## config.mk

```make
export PLATFORM = sky130hd
export DESIGN_NAME = two_field_seven_segment_formatter
export DESIGN_NICKNAME = d
export VERILOG_FILES = /design/src/design/tfssf_pkg.sv /design/src/design/tfssf_front.sv /design/src/design/tfssf_queue.sv /design/src/design/tfssf_back.sv /design/src/design/two_field_seven_segment_formatter.sv
export SDC_FILE = /design/constraint.sdc
export NUM_CORES = 1
export LEC_CHECK = 0
export ABC_AREA = 1
export BUFFER_PORTS_ARGS = -buffer_cell sky130_fd_sc_hd__buf_2
export CORE_MARGIN = 2
export CORE_UTILIZATION = 30
export DETAILED_ROUTE_END_ITERATION = 6
export SETUP_SLACK_MARGIN = 0.1
export SLEW_MARGIN = 5
export SYNTH_ARGS = -nofsm -noshare
export SYNTH_HDL_FRONTEND = slang
export SYNTH_SLANG_ARGS = --single-unit
```

## constraint.sdc

```tcl
create_clock -name clk -period 7.5 [get_ports clk]
set_clock_uncertainty 0.15 [all_clocks]
set_input_delay 0.75 -clock clk [delete_from_list [all_inputs] [get_ports clk]]
set_output_delay 0.75 -clock clk [all_outputs]
set_load 0.02 [all_outputs]
```

## src/design/tfssf_pkg.sv

```systemverilog
package tfssf_pkg;

  localparam int DIGIT_COUNT = 8;
  localparam int DIGIT_W     = $clog2(DIGIT_COUNT);
  localparam int GRID_W      = 4;
  localparam int SEG_W       = 8;
  localparam int VALUE_W     = 16;
  localparam int HALF_W      = VALUE_W / 2;
  localparam int BCD_W       = 16;
  localparam int BCD_DIGITS  = BCD_W / 4;
  localparam int RIGHT_BCD_W = 12;

  localparam int QUEUE_DEPTH = 2;
  localparam int PTR_W       = $clog2(QUEUE_DEPTH);
  localparam int CNT_W       = $clog2(QUEUE_DEPTH + 1);

  localparam logic [DIGIT_W-1:0] POS_L_THOU  = DIGIT_W'(0);
  localparam logic [DIGIT_W-1:0] POS_L_HUND  = DIGIT_W'(1);
  localparam logic [DIGIT_W-1:0] POS_L_TENS  = DIGIT_W'(2);
  localparam logic [DIGIT_W-1:0] POS_L_UNITS = DIGIT_W'(3);
  localparam logic [DIGIT_W-1:0] POS_LETTER  = DIGIT_W'(4);
  localparam logic [DIGIT_W-1:0] POS_R_HUND  = DIGIT_W'(5);
  localparam logic [DIGIT_W-1:0] POS_R_TENS  = DIGIT_W'(6);
  localparam logic [DIGIT_W-1:0] POS_R_UNITS = DIGIT_W'(7);
  localparam logic [DIGIT_W-1:0] LAST_POS    = DIGIT_W'(DIGIT_COUNT - 1);

  localparam logic [SEG_W-1:0] SEG_LETTER_A = 8'h77;
  localparam logic [SEG_W-1:0] SEG_BLANK    = 8'h00;
  localparam logic [SEG_W-1:0] SEG_POINT    = 8'h80;

  localparam logic [VALUE_W-1:0] RIGHT_BLANK_LIMIT = 16'd100;

  typedef struct packed {
    logic [BCD_W-1:0]       left_bcd;
    logic [RIGHT_BCD_W-1:0] right_bcd;
    logic                   right_small;
  } digit_set_t;

  typedef struct packed {
    logic full;
    logic empty;
  } queue_status_t;

  // one shift-add-3 step, digits above the top one are dropped
  function automatic logic [BCD_W-1:0] dabble_step(input logic [BCD_W-1:0] bcd,
                                                   input logic din);
    logic [BCD_W-1:0] adj;
    adj = bcd;
    for (int d = 0; d < BCD_DIGITS; d++) begin
      if (adj[4*d +: 4] >= 4'd5) begin
        adj[4*d +: 4] = adj[4*d +: 4] + 4'd3;
      end
    end
    return {adj[BCD_W-2:0], din};
  endfunction

  function automatic logic [SEG_W-1:0] seg_of(input logic [3:0] d);
    logic [SEG_W-1:0] s;
    case (d)
      4'd0: s = 8'h3F;
      4'd1: s = 8'h06;
      4'd2: s = 8'h5B;
      4'd3: s = 8'h4F;
      4'd4: s = 8'h66;
      4'd5: s = 8'h6D;
      4'd6: s = 8'h7D;
      4'd7: s = 8'h07;
      4'd8: s = 8'h7F;
      4'd9: s = 8'h6F;
      default: s = SEG_BLANK;
    endcase
    return s;
  endfunction

endpackage

```

## src/design/tfssf_front.sv

```systemverilog
module tfssf_front (
  input  logic                      clk,
  input  logic                      rst,
  input  logic                      in_valid,
  output logic                      in_stall,
  input  logic [15:0]               left_value,
  input  logic [15:0]               right_value,
  input  tfssf_pkg::queue_status_t  q_status,
  output logic                      push,
  output tfssf_pkg::digit_set_t     push_data
);
  import tfssf_pkg::*;

  logic               s1_valid;
  logic [BCD_W-1:0]   s1_lbcd;
  logic [BCD_W-1:0]   s1_rbcd;
  logic [HALF_W-1:0]  s1_lrest;
  logic [HALF_W-1:0]  s1_rrest;
  logic               s1_small;

  logic               advance;
  logic               accept;
  logic [BCD_W-1:0]   lbcd_hi;
  logic [BCD_W-1:0]   rbcd_hi;
  logic [BCD_W-1:0]   lbcd_lo;
  logic [BCD_W-1:0]   rbcd_lo;

  assign advance  = !s1_valid || !q_status.full;
  assign in_stall = s1_valid && q_status.full;
  assign accept   = in_valid && !in_stall;

  // upper byte of each value
  always_comb begin
    lbcd_hi = '0;
    rbcd_hi = '0;
    for (int i = HALF_W - 1; i >= 0; i--) begin
      lbcd_hi = dabble_step(lbcd_hi, left_value[HALF_W + i]);
      rbcd_hi = dabble_step(rbcd_hi, right_value[HALF_W + i]);
    end
  end

  always_ff @(posedge clk) begin
    if (rst) begin
      s1_valid <= 1'b0;
    end else if (advance) begin
      s1_valid <= in_valid;
    end
  end

  always_ff @(posedge clk) begin
    if (accept) begin
      s1_lbcd  <= lbcd_hi;
      s1_rbcd  <= rbcd_hi;
      s1_lrest <= left_value[HALF_W-1:0];
      s1_rrest <= right_value[HALF_W-1:0];
      s1_small <= right_value < RIGHT_BLANK_LIMIT;
    end
  end

  // lower byte
  always_comb begin
    lbcd_lo = s1_lbcd;
    rbcd_lo = s1_rbcd;
    for (int i = HALF_W - 1; i >= 0; i--) begin
      lbcd_lo = dabble_step(lbcd_lo, s1_lrest[i]);
      rbcd_lo = dabble_step(rbcd_lo, s1_rrest[i]);
    end
  end

  assign push                  = s1_valid && !q_status.full;
  assign push_data.left_bcd    = lbcd_lo;
  assign push_data.right_bcd   = rbcd_lo[RIGHT_BCD_W-1:0];
  assign push_data.right_small = s1_small;

endmodule

```

## src/design/tfssf_queue.sv

```systemverilog
module tfssf_queue (
  input  logic                      clk,
  input  logic                      rst,
  input  logic                      push,
  input  tfssf_pkg::digit_set_t     push_data,
  input  logic                      pop,
  output tfssf_pkg::digit_set_t     head,
  output tfssf_pkg::queue_status_t  status
);
  import tfssf_pkg::*;

  digit_set_t        entries [QUEUE_DEPTH];
  logic [PTR_W-1:0]  wr_ptr;
  logic [PTR_W-1:0]  rd_ptr;
  logic [CNT_W-1:0]  count;
  logic              do_push;
  logic              do_pop;

  assign status.full  = count == CNT_W'(QUEUE_DEPTH);
  assign status.empty = count == '0;
  assign do_push      = push && !status.full;
  assign do_pop       = pop && !status.empty;
  assign head         = entries[rd_ptr];

  always_ff @(posedge clk) begin
    if (rst) begin
      wr_ptr <= '0;
      rd_ptr <= '0;
      count  <= '0;
    end else begin
      if (do_push) begin
        wr_ptr <= wr_ptr + 1'b1;
      end
      if (do_pop) begin
        rd_ptr <= rd_ptr + 1'b1;
      end
      if (do_push && !do_pop) begin
        count <= count + 1'b1;
      end else if (do_pop && !do_push) begin
        count <= count - 1'b1;
      end
    end
  end

  always_ff @(posedge clk) begin
    if (do_push) begin
      entries[wr_ptr] <= push_data;
    end
  end

endmodule

```

## src/design/tfssf_back.sv

```systemverilog
module tfssf_back (
  input  logic                      clk,
  input  logic                      rst,
  input  logic                      point_enable,
  input  tfssf_pkg::digit_set_t     head,
  input  tfssf_pkg::queue_status_t  q_status,
  output logic                      pop,
  output logic                      out_valid,
  input  logic                      out_stall,
  output logic [3:0]                grid_address,
  output logic [7:0]                segment_bits,
  output logic                      last_digit
);
  import tfssf_pkg::*;

  logic [DIGIT_W-1:0]  pos;
  logic                load;
  logic [SEG_W-1:0]    seg_next;

  assign load = !q_status.empty && (!out_valid || !out_stall);
  assign pop  = load && pos == LAST_POS;

  always_comb begin
    case (pos)
      POS_L_THOU:  seg_next = seg_of(head.left_bcd[15:12]);
      POS_L_HUND:  seg_next = seg_of(head.left_bcd[11:8]);
      POS_L_TENS:  seg_next = seg_of(head.left_bcd[7:4]);
      POS_L_UNITS: seg_next = seg_of(head.left_bcd[3:0]);
      POS_LETTER:  seg_next = SEG_LETTER_A;
      POS_R_HUND:  seg_next = head.right_small ? SEG_BLANK : seg_of(head.right_bcd[11:8]);
      POS_R_TENS:  seg_next = seg_of(head.right_bcd[7:4]) | (point_enable ? SEG_POINT : SEG_BLANK);
      POS_R_UNITS: seg_next = seg_of(head.right_bcd[3:0]);
      default:     seg_next = SEG_BLANK;
    endcase
  end

  always_ff @(posedge clk) begin
    if (rst) begin
      out_valid <= 1'b0;
      pos       <= '0;
    end else if (load) begin
      out_valid <= 1'b1;
      pos       <= pos + 1'b1;
    end else if (!out_stall) begin
      out_valid <= 1'b0;
    end
  end

  always_ff @(posedge clk) begin
    if (load) begin
      grid_address <= GRID_W'({pos, 1'b0});
      segment_bits <= seg_next;
      last_digit   <= pos == LAST_POS;
    end
  end

endmodule

```

## src/design/two_field_seven_segment_formatter.sv

```systemverilog
// Two-field seven-segment formatter.
// Input channel: in_valid / in_stall with left_value and right_value; one
// transfer gives eight output transfers, digit 0 through digit 7.
// Output channel: out_valid / out_stall with grid_address (twice the digit
// index), segment_bits and last_digit, high on digit 7.
// Config: cfg_we writes cfg_wdata into the point enable bit, which puts the
// decimal point on digit 6; write it only while no transfer is in flight.
// Path: conversion register, then a queue entry, then the output register.
// Flow: the output stage sends one digit per cycle while out_stall is
// low; a two-entry queue of converted digits sits between the
// conversion pipeline and the output stage, so new input is taken while
// earlier items are still being sent.
// Reset: synchronous, clears all valids and the queue and sets point enable.
// When the receiver stalls the output holds its digit; the queue then fills
// and in_stall rises once the conversion stage also holds an item.
module two_field_seven_segment_formatter (
  input  logic        clk,
  input  logic        rst,
  input  logic        cfg_we,
  input  logic        cfg_wdata,
  input  logic        in_valid,
  output logic        in_stall,
  input  logic [15:0] left_value,
  input  logic [15:0] right_value,
  output logic        out_valid,
  input  logic        out_stall,
  output logic [3:0]  grid_address,
  output logic [7:0]  segment_bits,
  output logic        last_digit
);
  import tfssf_pkg::*;

  logic           point_enable;
  logic           push;
  logic           pop;
  digit_set_t     push_data;
  digit_set_t     head;
  queue_status_t  q_status;

  always_ff @(posedge clk) begin
    if (rst) begin
      point_enable <= 1'b1;
    end else if (cfg_we) begin
      point_enable <= cfg_wdata;
    end
  end

  tfssf_front u_front (
    .clk         (clk),
    .rst         (rst),
    .in_valid    (in_valid),
    .in_stall    (in_stall),
    .left_value  (left_value),
    .right_value (right_value),
    .q_status    (q_status),
    .push        (push),
    .push_data   (push_data)
  );

  tfssf_queue u_queue (
    .clk       (clk),
    .rst       (rst),
    .push      (push),
    .push_data (push_data),
    .pop       (pop),
    .head      (head),
    .status    (q_status)
  );

  tfssf_back u_back (
    .clk          (clk),
    .rst          (rst),
    .point_enable (point_enable),
    .head         (head),
    .q_status     (q_status),
    .pop          (pop),
    .out_valid    (out_valid),
    .out_stall    (out_stall),
    .grid_address (grid_address),
    .segment_bits (segment_bits),
    .last_digit   (last_digit)
  );

endmodule

```

# ---- Word-level counts from Yosys, hierarchy flattened
# Memories as Yosys holds them, arrays and structs flattened. A register that Yosys moved wholly into a read port is not among the register bits.
# Cells that the tools add are included.
dict set report word_totals {
  register_bits 59
  output_inout_bits 15
  mem_bits_rw 58
  elab_cells 282
  romBits 784
  latchBits 0
  input_bits 38
  mem_count 8
}
dict set report op_classes {
  n_mux 81
  bitwise_logic 1
  eq_ne 9
  add_sub_neg 74
  mul 0
  shift 0
  div 0
  order_cmp 70
  reduce_logical 22
}
# memory words width rd rd_ports_with_merged_regs write_ports line_no
set mem_list {}
lappend mem_list {{(no name shown)} 16 7 1 0 0 tfssf_pkg.sv:59} ;# case (d)
lappend mem_list {{(no name shown)} 16 7 1 0 0 tfssf_pkg.sv:59}
lappend mem_list {{(no name shown)} 16 7 1 0 0 tfssf_pkg.sv:59}
lappend mem_list {{(no name shown)} 16 7 1 0 0 tfssf_pkg.sv:59}
lappend mem_list {{(no name shown)} 16 7 1 0 0 tfssf_pkg.sv:59}
lappend mem_list {{(no name shown)} 16 7 1 0 0 tfssf_pkg.sv:59}
lappend mem_list {{2 more memories} - - - - - -}
# op count
set op_table {}
lappend op_table {{$ge 4x3->1 const B} 62}
lappend op_table {{$mux 4} 52}
lappend op_table {{$add 4x2->4 const B} 49}
lappend op_table {{$pmux 8 s8} 1}
lappend op_table {{$mux 3} 17}
lappend op_table {{$add 3x2->3 const B} 13}
lappend op_table {{$mux 8} 3}
lappend op_table {{$add 3x2->4 const B} 4}
lappend op_table {{$lt 16x7->1 const B} 1}
lappend op_table {{$eq 3x3->1 const B} 4}
lappend op_table {{$ge 3x3->1 const B} 4}
lappend op_table {{$logic_and 1x1->1} 9}
lappend op_table {{$logic_not 1->1} 8}
lappend op_table {{$or 8x8->8} 1}
lappend op_table {{$add 2x2->3 const B} 2}
lappend op_table {{$eq 3x2->1 const B} 2}
lappend op_table {{$ge 2x3->1 const B} 2}
lappend op_table {{$mux 1} 6}
lappend op_table {{$mux 2} 2}
lappend op_table {{$add 1x2->3 const B} 1}
lappend op_table {{$add 3x1->3 const B} 1}
lappend op_table {{$eq 3x1->1 const B} 1}
lappend op_table {{$ge 1x3->1 const B} 1}
lappend op_table {{$logic_not 3->1} 1}
lappend op_table {{other kinds (8)} 10}

# ---- Logic depth before layout (Yosys ltp)
dict set report depth {
  depth_word 16
  ltp_mapped 53
  ltp_nobuf 53
}

# ---- Modules after synthesis
# Synthesis repeated with hierarchy kept, for this count alone.
dict set report hier_totals {
  cells_unflattened 1646
  area_unflattened_um2 11722.5
}
# mod cells_per_inst instances area_per_inst_um2
set by_module_without_submodules {}
lappend by_module_without_submodules {tfssf_front 1171 1 7136.8}
lappend by_module_without_submodules {tfssf_queue 127 1 2379.8}
lappend by_module_without_submodules {tfssf_back 342 1 2158.3}
lappend by_module_without_submodules {two_field_seven_segment_formatter 6 1 47.5}

# ---- Worst setup path after synthesis
# No wires, ideal clock.
dict set report synth_path {
  path_type {register to register}
  from {register u_front.s1_lbcd[4]}
  to {memory u_queue.entries[0][26] (netlist name), data pin}
  stages_incl_launch_ff 46
  setup_time_ns 0.256
  t_required_ns 7.094
  arrival_time_ns 5.470
  path_slack_ns 1.623
  n_path_buf 0
  period_less_slack_ns 5.877
  cell_sequence {edfxtp_1 -> inv_1 -> ha_1 -> inv_1 -> nand2_1 -> nand3_2 -> nand3_2 -> nand2_1 -> ha_1 -> a21oi_1 -> inv_2 -> xor2_2 -> ha_1 -> inv_1 -> a21oi_1 -> nand2_2 -> o21ai_1 -> nand2_2 -> [... 10 more ...] -> nand2_1 -> a21oi_2 -> inv_1 -> nand2_1 -> nand2_2 -> ha_1 -> nand3b_1 -> nand2_2 -> nand2_2 -> nand2_1 -> nand2_1 -> inv_1 -> ha_1 -> inv_1 -> o211ai_1 -> nand2_1 -> nand2_1 -> nand2_1}
}
# item line_no
set synth_rtl {}
lappend synth_rtl {{start: declaration} tfssf_front.sv:15} ;# logic [BCD_W-1:0] s1_lbcd;
lappend synth_rtl {{start signal: assignment} tfssf_front.sv:52} ;# s1_lbcd <= lbcd_hi;
lappend synth_rtl {{end: declaration} tfssf_queue.sv:12} ;# digit_set_t entries [QUEUE_DEPTH];

==> impl_metrics.xml <==
<?xml version="1.0" encoding="UTF-8"?>
<metrics>
  <group name="timing">
    <metric name="timing.final.ws_setup" unit="ns">0.963</metric>
    <metric name="tightest_slew" unit="ns">0.855</metric>
    <metric name="timing.final.hold_violations" unit="">0</metric>
    <metric name="finalCriticalPeriod" unit="ns">6.54</metric>
    <metric name="rsz0062_at_grt" unit="">no</metric>
    <metric name="worst_rel_slew_slack" unit="%">42.4</metric>
    <metric name="max_fclk" unit="MHz">153</metric>
    <metric name="finalCritPeriodShare" unit="%">87.2</metric>
    <metric name="drv_slew" unit="">0</metric>
    <metric name="final-setup-viol-count" unit="">0</metric>
    <metric name="totalNegativeSetupSlack" unit="ns">0</metric>
  </group>
  <group name="synthesis">
    <metric name="edff_count_synth" unit="">107</metric>
    <metric name="synthTopCellsByCount" unit="">396 x sky130_fd_sc_hd__nand2_1, 286 x sky130_fd_sc_hd__inv_1, 112 x sky130_fd_sc_hd__ha_1, 112 x sky130_fd_sc_hd__o21ai_0, 107 x sky130_fd_sc_hd__edfxtp_1</metric>
    <metric name="postSynthNetCount" unit="">1776</metric>
    <metric name="postSynthRegisterBits" unit="">118</metric>
    <metric name="postSynthAreaPerCell" unit="µm²">7.32</metric>
    <metric name="synth_flop_cell" unit="">sky130_fd_sc_hd__edfxtp_1</metric>
    <metric name="synth-async-reset-ratio" unit="%">0</metric>
    <metric name="synthDominantCellAreaShare" unit="%">27.0</metric>
    <metric name="yosysSeqAreaShare" unit="%">28.8</metric>
    <metric name="ys.warnings.count" unit="">0</metric>
    <metric name="synthDistinctLibCells" unit="">59</metric>
    <metric name="syn-instance-count" unit="">1626</metric>
    <metric name="netlist_top_cells_area" unit="">sky130_fd_sc_hd__edfxtp_1 27%, sky130_fd_sc_hd__nand2_1 12%, sky130_fd_sc_hd__ha_1 12%, sky130_fd_sc_hd__inv_1 9.0%, sky130_fd_sc_hd__o21ai_0 4.7%</metric>
    <metric name="yosysMostFrequentCell" unit="">sky130_fd_sc_hd__nand2_1</metric>
    <metric name="synth_top_cell_by_area" unit="">sky130_fd_sc_hd__edfxtp_1</metric>
    <metric name="synthesis.area" unit="µm²">11900</metric>
  </group>
  <group name="detailed_routing">
    <metric name="wirelength" unit="µm">23000</metric>
    <metric name="ant_nets" unit="">0</metric>
    <metric name="detailed_route_via_count" unit="">10000</metric>
    <metric name="first_iteration_detailed_routing_drc_count" unit="">365</metric>
    <metric name="routed_wire_length_per_instance" unit="µm">10.3</metric>
    <metric name="drc" unit="">0</metric>
    <metric name="vias_per_cell" unit="">4.50</metric>
    <metric name="detailedRoute.firstPassIterationCount" unit="">5</metric>
  </group>
  <group name="grt">
    <metric name="grt_pass1_wl" unit="µm">40400</metric>
    <metric name="vias_in_the_first_global_route" unit="">9590</metric>
    <metric name="grt_start_max_net_pins" unit="">58</metric>
    <metric name="grt-ovfl-total" unit="">0</metric>
    <metric name="grtUsageTotal" unit="%">11.5</metric>
    <metric name="initial_antenna_violation_count" unit="">2</metric>
  </group>
  <group name="die">
    <metric name="num_io_pins" unit="">53</metric>
    <metric name="die_w" unit="µm">203</metric>
    <metric name="die_area" unit="µm²">41300</metric>
    <metric name="initial_utilization" unit="%">30.6</metric>
    <metric name="std_cell_rows" unit="">72</metric>
    <metric name="die_y" unit="µm">203</metric>
    <metric name="core_area" unit="µm²">38900</metric>
  </group>
  <group name="layout">
    <metric name="antenna_diode_count" unit="">0</metric>
    <metric name="final_nets" unit="">1843</metric>
    <metric name="area_overhead_of_the_layout_relative_to_synthesis" unit="%">12.6</metric>
    <metric name="drive_gt1_share" unit="%">18.1</metric>
  </group>
  <group name="placement">
    <metric name="io_buffer_count" unit="">51</metric>
    <metric name="gp_congestion" unit="">0.849</metric>
    <metric name="pre_cts_ws" unit="ns">0.954</metric>
    <metric name="dp_hpwl" unit="µm">18500</metric>
  </group>
  <group name="min_path">
    <metric name="hold_path_class" unit="">reg -&gt; reg</metric>
  </group>
  <group name="setup_path">
    <metric name="arrival_time_worst_endpoint" unit="ns">6.56</metric>
    <metric name="critPathMaxStageDelay" unit="ns">0.46</metric>
    <metric name="critPathMaxFanout" unit="">5</metric>
    <metric name="critPathKind" unit="">reg -&gt; reg</metric>
    <metric name="timing.critical_path.required" unit="ns">7.52</metric>
    <metric name="start_kind" unit="">flip-flop</metric>
    <metric name="critPathMostFrequentCell" unit="">sky130_fd_sc_hd__nand2_1</metric>
    <metric name="slowest_stage" unit="">sky130_fd_sc_hd__edfxtp_1</metric>
    <metric name="critPathCaptureType" unit="">flip-flop</metric>
  </group>
  <group name="clocking">
    <metric name="ctsHtreeMaxLevel" unit="">4</metric>
    <metric name="cts-buffers-inserted" unit="">17</metric>
    <metric name="clock_sink_count" unit="">118</metric>
    <metric name="cts-resized-gates" unit="">0</metric>
    <metric name="cts_setup_buffers" unit="">0</metric>
    <metric name="clk-insertion-delay-late" unit="ns">0.42</metric>
    <metric name="cts_hold_buf" unit="">0</metric>
    <metric name="cts-root-to-sink-buffers" unit="">2</metric>
    <metric name="tritoncts" unit="">built</metric>
    <metric name="clkSlewWorstSetupHoldPaths" unit="ns">0.06</metric>
    <metric name="clock_root_buffer" unit="">sky130_fd_sc_hd__clkbuf_16</metric>
  </group>
  <group name="status">
    <metric name="outcome" unit="">finished clean</metric>
  </group>
  <group name="job">
    <metric name="max_cap_violations" unit="">0</metric>
  </group>
</metrics>
[area by class of cell]
class                      count  area (µm²)
fill                        4095       25500
multi-input combinational   1187        7260
sequential                   118        3430
inverter                     314        1180
tap                          518         648
clock buffer                  19         453
timing repair buffer          55         285
clock inverter                13         143
[worst paths after layout]
path	start	end	slack [ns]	cells past startpoint
worst max-delay path	u_front.s1_lbcd[4]	u_queue.entries[1][26]	0.96	43
worst min-delay path	u_front.s1_small	u_queue.entries[1][0]	0.29	0
worst max register to register	u_front.s1_lbcd[4]	u_queue.entries[1][26]	0.96	43
worst min register to register	u_front.s1_small	u_queue.entries[1][0]	0.29	0
[flip-flops by register name (all words and copies together) (netlist names), 2 cells and up, named ones only]
name                 cells
u_front.s1_lbcd         10
u_front.s1_rbcd         10
u_queue.entries         58
u_front.s1_lrest         8
u_back.segment_bits      8
u_queue.count            2
u_back.grid_address      3
u_front.s1_rrest         8
u_back.pos               3
[cell usage in the layout (no fill, tap or decap), types with 4 or more instances in the layout]
| cell type | count |
|---|---|
| sky130_fd_sc_hd__edfxtp_1 | 107 |
| sky130_fd_sc_hd__and2_1 | 5 |
| sky130_fd_sc_hd__nand2_2 | 87 |
| sky130_fd_sc_hd__nand3b_1 | 5 |
| sky130_fd_sc_hd__xor2_1 | 31 |
| sky130_fd_sc_hd__nand2_1 | 396 |
| sky130_fd_sc_hd__buf_2 | 51 |
| sky130_fd_sc_hd__xnor2_1 | 4 |
| sky130_fd_sc_hd__o21ai_0 | 112 |
| sky130_fd_sc_hd__o21ai_2 | 20 |
| sky130_fd_sc_hd__clkbuf_16 | 17 |
| sky130_fd_sc_hd__nor2_1 | 53 |
| sky130_fd_sc_hd__nor3_1 | 9 |
| sky130_fd_sc_hd__nand3_2 | 28 |
| sky130_fd_sc_hd__xor2_2 | 4 |
| sky130_fd_sc_hd__a21oi_1 | 56 |
| sky130_fd_sc_hd__a41oi_1 | 4 |
| sky130_fd_sc_hd__a31oi_1 | 6 |
| sky130_fd_sc_hd__inv_6 | 5 |
| sky130_fd_sc_hd__clkinvlp_4 | 4 |
| sky130_fd_sc_hd__nand3_4 | 5 |
| sky130_fd_sc_hd__or2_2 | 6 |
| sky130_fd_sc_hd__o211ai_1 | 8 |
| sky130_fd_sc_hd__ha_1 | 112 |
| sky130_fd_sc_hd__inv_2 | 25 |
| sky130_fd_sc_hd__buf_4 | 4 |
| sky130_fd_sc_hd__nand2_4 | 26 |
| sky130_fd_sc_hd__o21bai_1 | 5 |
| sky130_fd_sc_hd__dfxtp_1 | 11 |
| sky130_fd_sc_hd__o21ai_1 | 33 |
| sky130_fd_sc_hd__nand4_1 | 30 |
| sky130_fd_sc_hd__nand3_1 | 100 |
| sky130_fd_sc_hd__inv_1 | 286 |
[per-stage QoR]
step                      hold WS, ns  util [%]  cells  area, µm²
final                           0.287      34.4   2224      13400
after global routing            0.308      34.4   2224      13400
after CTS                       0.291      34.4   2224      13400
after detailed placement        0.282      32.9   2192      12800
after global placement          0.275      32.9   2192      12800
after floorplan                 0.271         -   1626      11900
[cell families (layout without fill, tap and decap cells)]
| kind of cell | Yosys count | count (layout) | share of synthesized area, % |
|---|---|---|---|
| and+or+nand+nor | 758 | 758 | 31.9 |
| buffers and inverters | 321 | 401 | 10.2 |
| AOI/OAI and AO/OA | 271 | 271 | 13.4 |
| DFF | 118 | 118 | 28.8 |
| adders and majority gates | 112 | 112 | 11.8 |
| xor gates and xnor gates | 42 | 42 | 3.63 |
| muxes | 3 | 3 | 0.263 |
| other | 1 | 1 | 0.0315 |
[metal layers]
metal	vias up	track usage [%]	share of wire, %
li1	5436	-	-
met1	4460	14.2	48
met2	93	20.4	47
met3	21	2.19	3.1
met4	4	3.00	1.1
met5	-	0	0.12
[worst max-delay path: cells and delay by family (launching register included)]
family / cells / cell delay [ns]
adders and majority gates: 7 / 1.20
xor gates and xnor gates: 2 / 0.59
DFF: 1 / 0.46
buffers and inverters: 10 / 0.69
and+or+nand+nor: 18 / 1.72
AOI/OAI and AO/OA: 6 / 1.47
Power is left out: the tool's default activity adds up to more than one toggle a clock period on the data nets, which glitch-free logic cannot reach.
